$ cat src/design/pfsw_pkg.sv
package pfsw_pkg;

   localparam int STORE_BYTES    = 640;
   localparam int PANEL_WIDTH    = 96;
   localparam int PANEL_HEIGHT   = 16;
   localparam int HALF_WIDTH     = PANEL_WIDTH / 2;
   localparam int HEADER_BYTES   = 7;
   localparam int TRANSFER_BYTES = HEADER_BYTES + STORE_BYTES;
   localparam int ADDR_W         = $clog2(STORE_BYTES);
   localparam int POS_W          = $clog2(TRANSFER_BYTES);
   localparam int HDR_IDX_W      = $clog2(HEADER_BYTES);

   // Layout of the folded rows
   localparam int TOP_LEFT_BASE  = 112;
   localparam int TOP_RIGHT_BASE = 16;
   localparam int BOTTOM_BASE    = 48;

   // Panel command bytes
   localparam logic [7:0] OP_COLUMN_SET = 8'h2A;
   localparam logic [7:0] OP_ROW_SET    = 8'h2B;
   localparam logic [7:0] OP_MEM_WRITE  = 8'h2C;
   localparam logic [7:0] LAST_COLUMN   = 8'd159;
   localparam logic [7:0] LAST_ROW      = 8'd3;

   typedef enum logic [1:0] {
      CMD_SET_PIXEL = 2'd0,
      CMD_CLEAR     = 2'd1,
      CMD_SEND      = 2'd2
   } cmd_type;

   // Controller to datapath
   typedef struct packed {
      logic read_pix;
      logic read_send;
      logic write_pix;
      logic write_clear;
      logic load_out;
   } ctrl_cmd_type;

   // Datapath to controller
   typedef struct packed {
      logic pix_ok;
      logic clear_last;
      logic out_free;
   } dpath_status_type;

   // Header byte with its register-select flag: {rs, data}
   function automatic logic [8:0] header_entry(input logic [HDR_IDX_W-1:0] idx);
      logic [8:0] entry;
      case (idx)
         3'd0:    entry = {1'b0, OP_COLUMN_SET};
         3'd1:    entry = {1'b1, 8'd0};
         3'd2:    entry = {1'b1, LAST_COLUMN};
         3'd3:    entry = {1'b0, OP_ROW_SET};
         3'd4:    entry = {1'b1, 8'd0};
         3'd5:    entry = {1'b1, LAST_ROW};
         3'd6:    entry = {1'b0, OP_MEM_WRITE};
         default: entry = {1'b1, 8'd0};
      endcase
      return entry;
   endfunction

endpackage

$ cat src/design/pfsw_ctrl.sv
module pfsw_ctrl (
   input  logic                        clock,
   input  logic                        reset,
   input  logic                        req_valid,
   input  logic [1:0]                  req_cmd,
   output logic                        req_ready,
   input  pfsw_pkg::dpath_status_type  status,
   output pfsw_pkg::ctrl_cmd_type      ctrl
);

   typedef enum logic [1:0] {
      ST_CLEAR,
      ST_IDLE,
      ST_PIX_WRITE,
      ST_SEND_OUT
   } state_type;

   state_type state_ff;
   state_type state_in;
   logic      accept;

   assign req_ready = (state_ff == ST_IDLE);
   assign accept    = req_valid && req_ready;

   always_comb begin
      state_in = state_ff;
      ctrl     = '0;
      case (state_ff)
         ST_CLEAR: begin
            ctrl.write_clear = 1'b1;
            if (status.clear_last) begin
               state_in = ST_IDLE;
            end
         end
         ST_IDLE: begin
            if (accept) begin
               case (pfsw_pkg::cmd_type'(req_cmd))
                  pfsw_pkg::CMD_SET_PIXEL: begin
                     if (status.pix_ok) begin
                        ctrl.read_pix = 1'b1;
                        state_in      = ST_PIX_WRITE;
                     end
                  end
                  pfsw_pkg::CMD_CLEAR: state_in = ST_CLEAR;
                  pfsw_pkg::CMD_SEND: begin
                     ctrl.read_send = 1'b1;
                     state_in       = ST_SEND_OUT;
                  end
                  default: state_in = ST_IDLE;
               endcase
            end
         end
         ST_PIX_WRITE: begin
            ctrl.write_pix = 1'b1;
            state_in       = ST_IDLE;
         end
         ST_SEND_OUT: begin
            // hold the fetched byte until the output register frees up
            if (status.out_free) begin
               ctrl.load_out = 1'b1;
               state_in      = ST_IDLE;
            end
         end
         default: state_in = ST_IDLE;
      endcase
   end

   always_ff @(posedge clock) begin
      if (reset) begin
         state_ff <= ST_CLEAR;
      end else begin
         state_ff <= state_in;
      end
   end

endmodule

$ cat config.mk
export PLATFORM = sky130hd
export DESIGN_NAME = pfsw_ctrl
export DESIGN_NICKNAME = d
export VERILOG_FILES = /design/src/design/pfsw_pkg.sv /design/src/design/pfsw_ctrl.sv
export SDC_FILE = /design/constraint.sdc
export NUM_CORES = 1
export LEC_CHECK = 0
export ABC_AREA = 0
export BUFFER_PORTS_ARGS = -buffer_cell sky130_fd_sc_hd__clkbuf_2
export CORE_AREA = 2 2 39 41
export DETAILED_ROUTE_END_ITERATION = 8
export DIE_AREA = 0 0 41 43
export PLACE_DENSITY_LB_ADDON = 0.05
export REMOVE_ABC_BUFFERS = 1
export SYNTH_ARGS = -nofsm -noshare
export SYNTH_HDL_FRONTEND = slang
export SYNTH_SLANG_ARGS = --single-unit
$ cat constraint.sdc
create_clock -name clock -period 2.3 [get_ports clock]
set_input_delay 0.46 -clock clock [delete_from_list [all_inputs] [get_ports clock]]
set_output_delay 0.46 -clock clock [all_outputs]
set_load 0.1 [all_outputs]
---- Word level (Yosys, flattened, before mapping) ----
Index checks and enable logic that the tools add are counted.
storage, ports and cells
  register bits after elaboration ......... 2
  latch bits .............................. 0
  RAM bits ................................ 0
  memory bits (read-only) ................. 0
  input bits .............................. 8
  word-level logic and storage cells ...... 29
  memories kept ........................... 0
operators by class
  add/sub/neg operators ................... 0
  $mul .................................... 0
  div/mod/pow operators ................... 0
  order comparisons ....................... 0
  eq/ne operators ......................... 9
  shift-type cells ........................ 0
  multiplexer cells ....................... 15
  bitwise operators ....................... 0
  reduce and logical (&&, ||, !) cells .... 4
operator list
  operator              count
  $mux W2               6
  $pmux W2 S4           1
  $mux W1               7
  $eq A2 B2 Y1 const B  3
  $pmux W2 S3           1
  $eq A2 B1 Y1 const B  2
  $logic_not A2 Y1      2
  $ne A2 B2 Y1 const B  2
  $reduce_and A4 Y1     1
  $ne A3 B3 Y1 const B  1
  $ne A2 B1 Y1 const B  1
  $logic_and A1 B1 Y1   1

---- Longest topological paths before layout ----
Gate-level depths: netlist (run 1).
  depth in word-level cells ............... 4
  mapped depth ............................ 2

---- Worst setup path before layout (run 1) ----
No wires, ideal clock.
  path kind ............................... register to output
  from .................................... register state_ff[0]
  to ...................................... output port ctrl[4] (netlist name)
  arrival ................................. 1902 ps
  data required time ...................... 1840 ps
  path slack .............................. -62 ps
  cell stages (with the launch flop) ...... 3
  buffers on the path ..................... 0
  cells stage by stage .................... dfxtp_1 nor2b_4 and4b_1
RTL lines
  item                    RTL line         source
  start, declared         pfsw_ctrl.sv:18  state_type state_ff;
  start signal, assigned  pfsw_ctrl.sv:72  state_ff <= state_in;
  end, declared           pfsw_ctrl.sv:8   output pfsw_pkg::ctrl_cmd_type ctrl

==> summary.md, run 1 <==
| Metric | Value |
|---|---|
| Status | `finished, final reports clean` |
| Largest regs | `state_ff x2` |
| Required time worst endpoint | `1840 ps` |
| Clk root buf | `clkbuf_4` |
| GRT Util Overall | `5.606%` |
| Power, Total | `0.1708 mW` |
| Register area share after synthesis | `25.00%` |
| Worst r2r src | `state_ff[1]` |
| Unrepaired setup endpoints after global routing | `no` |
| Via density | `3.898` |
| Unique masters post-synth | `12` |
| Highest routed layer | `met4` |
| Via count | `191` |
| Prevailing post-synth register cell | `dfxtp_1` |
| Setup TNS | `0 ps` |
| Critical path class | `reg2out` |
| DP Wirelength | `370.7 µm` |
| Met2 routed WL | `214 µm` |
| Worst Hold Endpoint | `state_ff[0]` |
| Worst Path Buf+Inv | `1` |
| Leak pwr | `0.1386 nW` |
| Drt first pass iters | `2` |
| Final worst path period need | `1948 ps` |
| Routed wire length | `439 µm` |
| Worst-Margin Slew | `541.2 ps` |
| Cell with the most instances after synthesis | `nor2b_1` |
| FF-to-FF setup slack | `1420 ps` |
| Final RePlAce weighted congestion | `0.5831` |
| Num CTS Buffers | `3` |
| Vias in the first global route | `166` |
| Area growth, synth to finish | `67.19%` |
| Clk buf depth | `2` |
| Non-Filler Instances | `49` |
| Initial DRC Count | `2` |
| Slowest CP cell | `clkbuf_2` |
| Fraction of layout cells with a size suffix above 1 | `54.55%` |
| Crit path DAT | `1490 ps` |
| CTS tree | `done` |
| Crit path max fanout | `7` |
| Post-Synthesis Cells | `17` |
| Critical Path, Cell by Cell | `nor2b_4, and4b_1, clkbuf_2` |
| Worst Skew | `4.272 ps` |
| Antenna violations before repair | `0` |
| Worst-path clk slew | `30 ps` |
| Gr ovfl total | `0` |
| Ys Warns | `0` |
| Htree depth | `1` |
| Mapped Area | `160.2 µm²` |
| WL per Instance | `8.959 µm` |
| Die ar. | `1763 µm²` |
| Hold Path Class | `in2reg` |
| Biggest register | `state_ff` |
| Number of synthesized register bits | `2` |
| Hold-fix buffers at CTS | `0` |
| F_max | `513.3 MHz` |
| Final Util | `19.35%` |
| Synth top area cells | `dfxtp_1 25%, nor2b_1 12%, a311oi_2 9.4%` |
| Row cnt | `14` |
| HP Start | `reset` |
| Num Clock Sinks | `2` |
| Slew Limit Headroom | `64.07%` |
| Setup violations, final | `0` |
| Crit. End Element | `output pin` |
| Fin Hold WS | `445.3 ps` |
| Max-cap viol count | `0` |
| Global-route wire length before repair | `641 µm` |
| Post-synth top area share | `25.00%` |
| Final Cycle Share | `84.70%` |
| Number of synthesized flops with an enable pin | `0` |
| P per Cell Area | `637.9 nW/µm²` |
| Biggest area consumer among synthesized cells | `dfxtp_1` |
| DRC violations left | `0` |
| Slowest stage delay, CP | `450 ps` |
| Top cell family by delay on the critical path | `buffers and inverters` |
| VDD IR-drop max | `0.0001639 V` |
| Max reg flops | `2` |
| Met3 WL | `67 µm` |
| Final hold violations | `0` |
| Async set-or-reset flop fraction in the synthesized netlist | `0%` |
| Port Buffers | `13` |
| Placed cells | `46` |
| Chip width | `41 µm` |
| Initial Utilization | `11.57%` |
| Final ANT Viol Nets | `0` |
| Synth top cells by count | `3 x nor2b_1, 2 x and3_1, 2 x dfxtp_1, 2 x or2_1` |
| Die Span Y | `43 µm` |
| Antenna Cells | `0` |
| Crit Reg-Reg Endpoint | `state_ff[0]` |
| Syn_area_per_cell | `9.421 µm²` |
| Setup Buffers After CTS | `0` |
| Slew Limit Fails | `0` |
| Worst-Skew Late Latency | `220 ps` |
| CTS resizes | `0` |
| Met1 wire length | `146 µm` |
| Ports | `14` |
| Core Area | `1384 µm²` |
| Worst-case reg-to-reg path depth | `2` |
| Fin nets | `43` |
| CP startpoint kind | `flop` |
| Largest net degree at the start of global routing | `8` |
| Hold Path Stages | `2` |
## cell families (layout without fill, tap and decap cells)
logic type             after synthesis  in the layout  synth area share [%]
AND/OR/NAND/NOR                     13             13                 60.15
flip-flops                           2              2                 25.00
AO/OA/AOI/OAI                        2              2                 14.84
buffers and inverters                0             16                     0
## layout by cell type, fill, tap and decap left out
master	n
dfxtp_1	2
clkbuf_4	3
and4bb_1	1
nor3b_1	1
a31o_1	1
and3_1	2
nor2b_1	3
nor2_1	1
nor2b_4	1
clkbuf_2	13
or2_1	2
a311oi_2	1
and4b_1	1
nor3_1	1
## where the power goes
group	total [mW]	switching, mW	internal (mW)
clock network	0.0757	0.0183	0.0574
logic	0.0553	0.0406	0.0146
registers	0.0398	0.00291	0.0369
## final cells by class
class / count / area, µm²
well taps: 16 / 20.02
clock buffers: 3 / 22.52
repair buffers: 13 / 65.06
multi-input cells: 15 / 120.1
fillers: 164 / 1116
flip-flops and latches: 2 / 40.04
## per-layer routing
metal  vias up  GRT usage [%]
li1         97              -
met1        81          5.096
met2        11          8.125
met3         2          2.618
met4         0          6.000
met5         -              0
## stage by stage
stage	area, µm²	setup slack [ps]
global route	267.8	263.4
finish	267.8	352.0
floorplan	160.2	-62.45
CTS	267.8	324.7
detailed placement	245.2	437.0
global placement	245.2	466.4
## how the worst max path moves through the flow
stage,from,endpoint,cells after the start
floorplan,state_ff[0],ctrl[4],2
global route,state_ff[0],ctrl[4],3
global placement,req_valid,ctrl[4],4
detailed placement,req_valid,ctrl[4],4
CTS,state_ff[0],ctrl[4],3
finish,state_ff[0],ctrl[4],3
No activity file was read; power rests on OpenSTA's default activity.
==> run 2: changes to the inputs <==
- clock period: 2.3 -> 1.65 ns (I/O delays scaled with it)
==> summary.md, run 2 (same netlist as run 1, synthesis figures left out) <==
| Metric | Value |
|---|---|
| WL per Instance | `10.50 µm (was 8.959 µm)` |
| Leak pwr | `0.1632 nW (was 0.1386 nW)` |
| Chip width | `41 µm (unchanged)` |
| Fin Hold WS | `291.6 ps (was 445.3 ps)` |
| HP Start | `reset (unchanged)` |
| Power, Total | `0.2608 mW (was 0.1708 mW)` |
| Num Clock Sinks | `2 (unchanged)` |
| Commonest cells after routing, fill and taps aside | `7 x clkbuf_2, 5 x buf_12, 3 x nor2b_1, 3 x clkbuf_4 (was 13 x clkbuf_2, 3 x nor2b_1, 3 x clkbuf_4)` |
| Final ANT Viol Nets | `0 (unchanged)` |
| Critical Path, Cell by Cell | `nor2b_4, and4b_1, buf_12 (was nor2b_4, and4b_1, clkbuf_2)` |
| Hold Path Class | `in2reg (unchanged)` |
| Placed cells | `46 (unchanged)` |
| Ports | `14 (unchanged)` |
| Antenna violations before repair | `0 (unchanged)` |
| Hold Path Stages | `2 (unchanged)` |
| Worst Skew | `0.4933 ps (was 4.272 ps)` |
| P per Cell Area | `736.7 nW/µm² (was 637.9 nW/µm²)` |
| Drt first pass iters | `3 (was 2)` |
| Slew Limit Headroom | `81.68% (was 64.07%)` |
| Port Buffers | `13 (unchanged)` |
| Non-Filler Instances | `50 (was 49)` |
| Final Cycle Share | `92.11%` |
| Worst Hold Endpoint | `state_ff[0] (unchanged)` |
| Htree depth | `1 (unchanged)` |
| Fraction of layout cells with a size suffix above 1 | `58.82% (was 54.55%)` |
| Biggest register | `state_ff (unchanged)` |
| Crit path DAT | `1190 ps (was 1490 ps)` |
| Status | `finished, final reports clean (unchanged)` |
| F_max | `658.0 MHz` |
| Setup violations, final | `0 (unchanged)` |
| Via count | `206 (was 191)` |
| Worst-Margin Slew | `277.1 ps (was 541.2 ps)` |
| Final worst path period need | `1520 ps` |
| Vias in the first global route | `230 (was 166)` |
| Slowest CP cell | `dfxtp_2 (was clkbuf_2)` |
| Worst-Skew Late Latency | `220 ps (about the same)` |
| Worst-case reg-to-reg path depth | `3 (was 2)` |
| Commonest non-fill, non-tap cell in the layout | `clkbuf_2 (unchanged)` |
| Final hold violations | `0 (unchanged)` |
| Fin nets | `44 (was 43)` |
| Required time worst endpoint | `1320 ps (was 1840 ps)` |
| Largest net degree at the start of global routing | `8 (unchanged)` |
| Die ar. | `1763 µm² (unchanged)` |
| Slowest stage delay, CP | `360 ps (was 450 ps)` |
| Max-cap viol count | `0 (unchanged)` |
| VDD IR-drop max | `0.0002363 V (was 0.0001639 V)` |
| Worst-path clk slew | `30 ps (about the same)` |
| Unrepaired setup endpoints after global routing | `no (unchanged)` |
| Initial DRC Count | `1 (was 2)` |
| Slew Limit Fails | `0 (unchanged)` |
| DP Wirelength | `434 µm (was 370.7 µm)` |
| Hold-fix buffers at CTS | `0 (unchanged)` |
| Routed wire length | `525 µm (was 439 µm)` |
| Worst Path Buf+Inv | `1 (unchanged)` |
| Global-route wire length before repair | `883 µm (was 641 µm)` |
| Max reg flops | `2 (unchanged)` |
| Row cnt | `14 (unchanged)` |
| DRC violations left | `0 (unchanged)` |
| FF-to-FF setup slack | `720 ps (was 1420 ps)` |
| Core Area | `1384 µm² (unchanged)` |
| Gr ovfl total | `0 (unchanged)` |
| Final RePlAce weighted congestion | `0.5879 (was 0.5831)` |
| Via density | `4.120 (was 3.898)` |
| Critical path class | `reg2out (unchanged)` |
| Area growth, synth to finish | `121.1% (was 67.19%)` |
| Crit Reg-Reg Endpoint | `state_ff[0] (unchanged)` |
| Largest regs | `state_ff x2 (unchanged)` |
| Crit path max fanout | `7 (unchanged)` |
| Clk root buf | `clkbuf_4 (unchanged)` |
| Crit. End Element | `output pin (unchanged)` |
| CTS tree | `done (unchanged)` |
| Worst r2r src | `state_ff[1] (unchanged)` |
| Clk buf depth | `2 (unchanged)` |
| Initial Utilization | `11.57% (unchanged)` |
| Top cell family by delay on the critical path | `simple AND/OR/NAND/NOR gates (was buffers and inverters)` |
| CP startpoint kind | `flop (unchanged)` |
| Antenna Cells | `0 (unchanged)` |
| GRT Util Overall | `8.008% (was 5.606%)` |
| Die Span Y | `43 µm (unchanged)` |
| Num CTS Buffers | `3 (unchanged)` |
run 2: cell count changes in the layout (fill, tap and decap cells not counted), sizes merged:
| cell | previous run | this run |
|---|---|---|
| buf | 0 | 7 |
| clkbuf | 16 | 10 |
run 2: report_power, final:
part	internal (mW)	switching [mW]	total, mW
Combinational	0.0355	0.0600	0.0955
Clock	0.0804	0.0292	0.110
Sequential	0.0518	0.00394	0.0558
run 2: final cells by class:
cell class / instances / area, µm²
Fill cell: 148 / 1030
Timing Repair Buffer: 14 / 150.1
Sequential cell: 2 / 41.29
Tap cell: 16 / 20.02
Multi-Input combinational cell: 15 / 120.1
Clock buffer: 3 / 22.52
run 2: repair_timing:
| action | CTS | global route |
|---|---|---|
| setup endpoints to repair | 1 | 1 |
| resized for setup | 0 | 1 |
| setup buffers | 1 | 0 |
| pin swaps | 0 | 0 |
run 2: per-stage QoR:
stage          worst slack, ps  instance area (µm²)  TNS [ps]  util, %
2_1_floorplan           -582.5                160.2     -1923        -
3_3_place_gp             232.8                322.8         0    23.33
3_5_place_dp             230.6                322.8         0    23.33
4_1_cts                  48.93                352.8         0    25.50
5_1_grt                  58.60                354.1         0    25.59
6_report                 130.2                354.1         0    25.59
run 2: layer usage:
layer	GRT usage (%)	routed length, µm
met1	8.280	179
met3	3.665	52
met2	10.00	276
met4	10.00	17
met5	0	0
run 2: how the worst max path moves through the flow:
stage | from | end | cells after the start
3_3_place_gp | req_valid | ctrl[4] | 4
3_5_place_dp | state_ff[0] | ctrl[4] | 3
4_1_cts | state_ff[0] | ctrl[4] | 3
2_1_floorplan | state_ff[0] | ctrl[4] | 2
5_1_grt | state_ff[0] | ctrl[4] | 3
6_report | state_ff[0] | ctrl[4] | 3
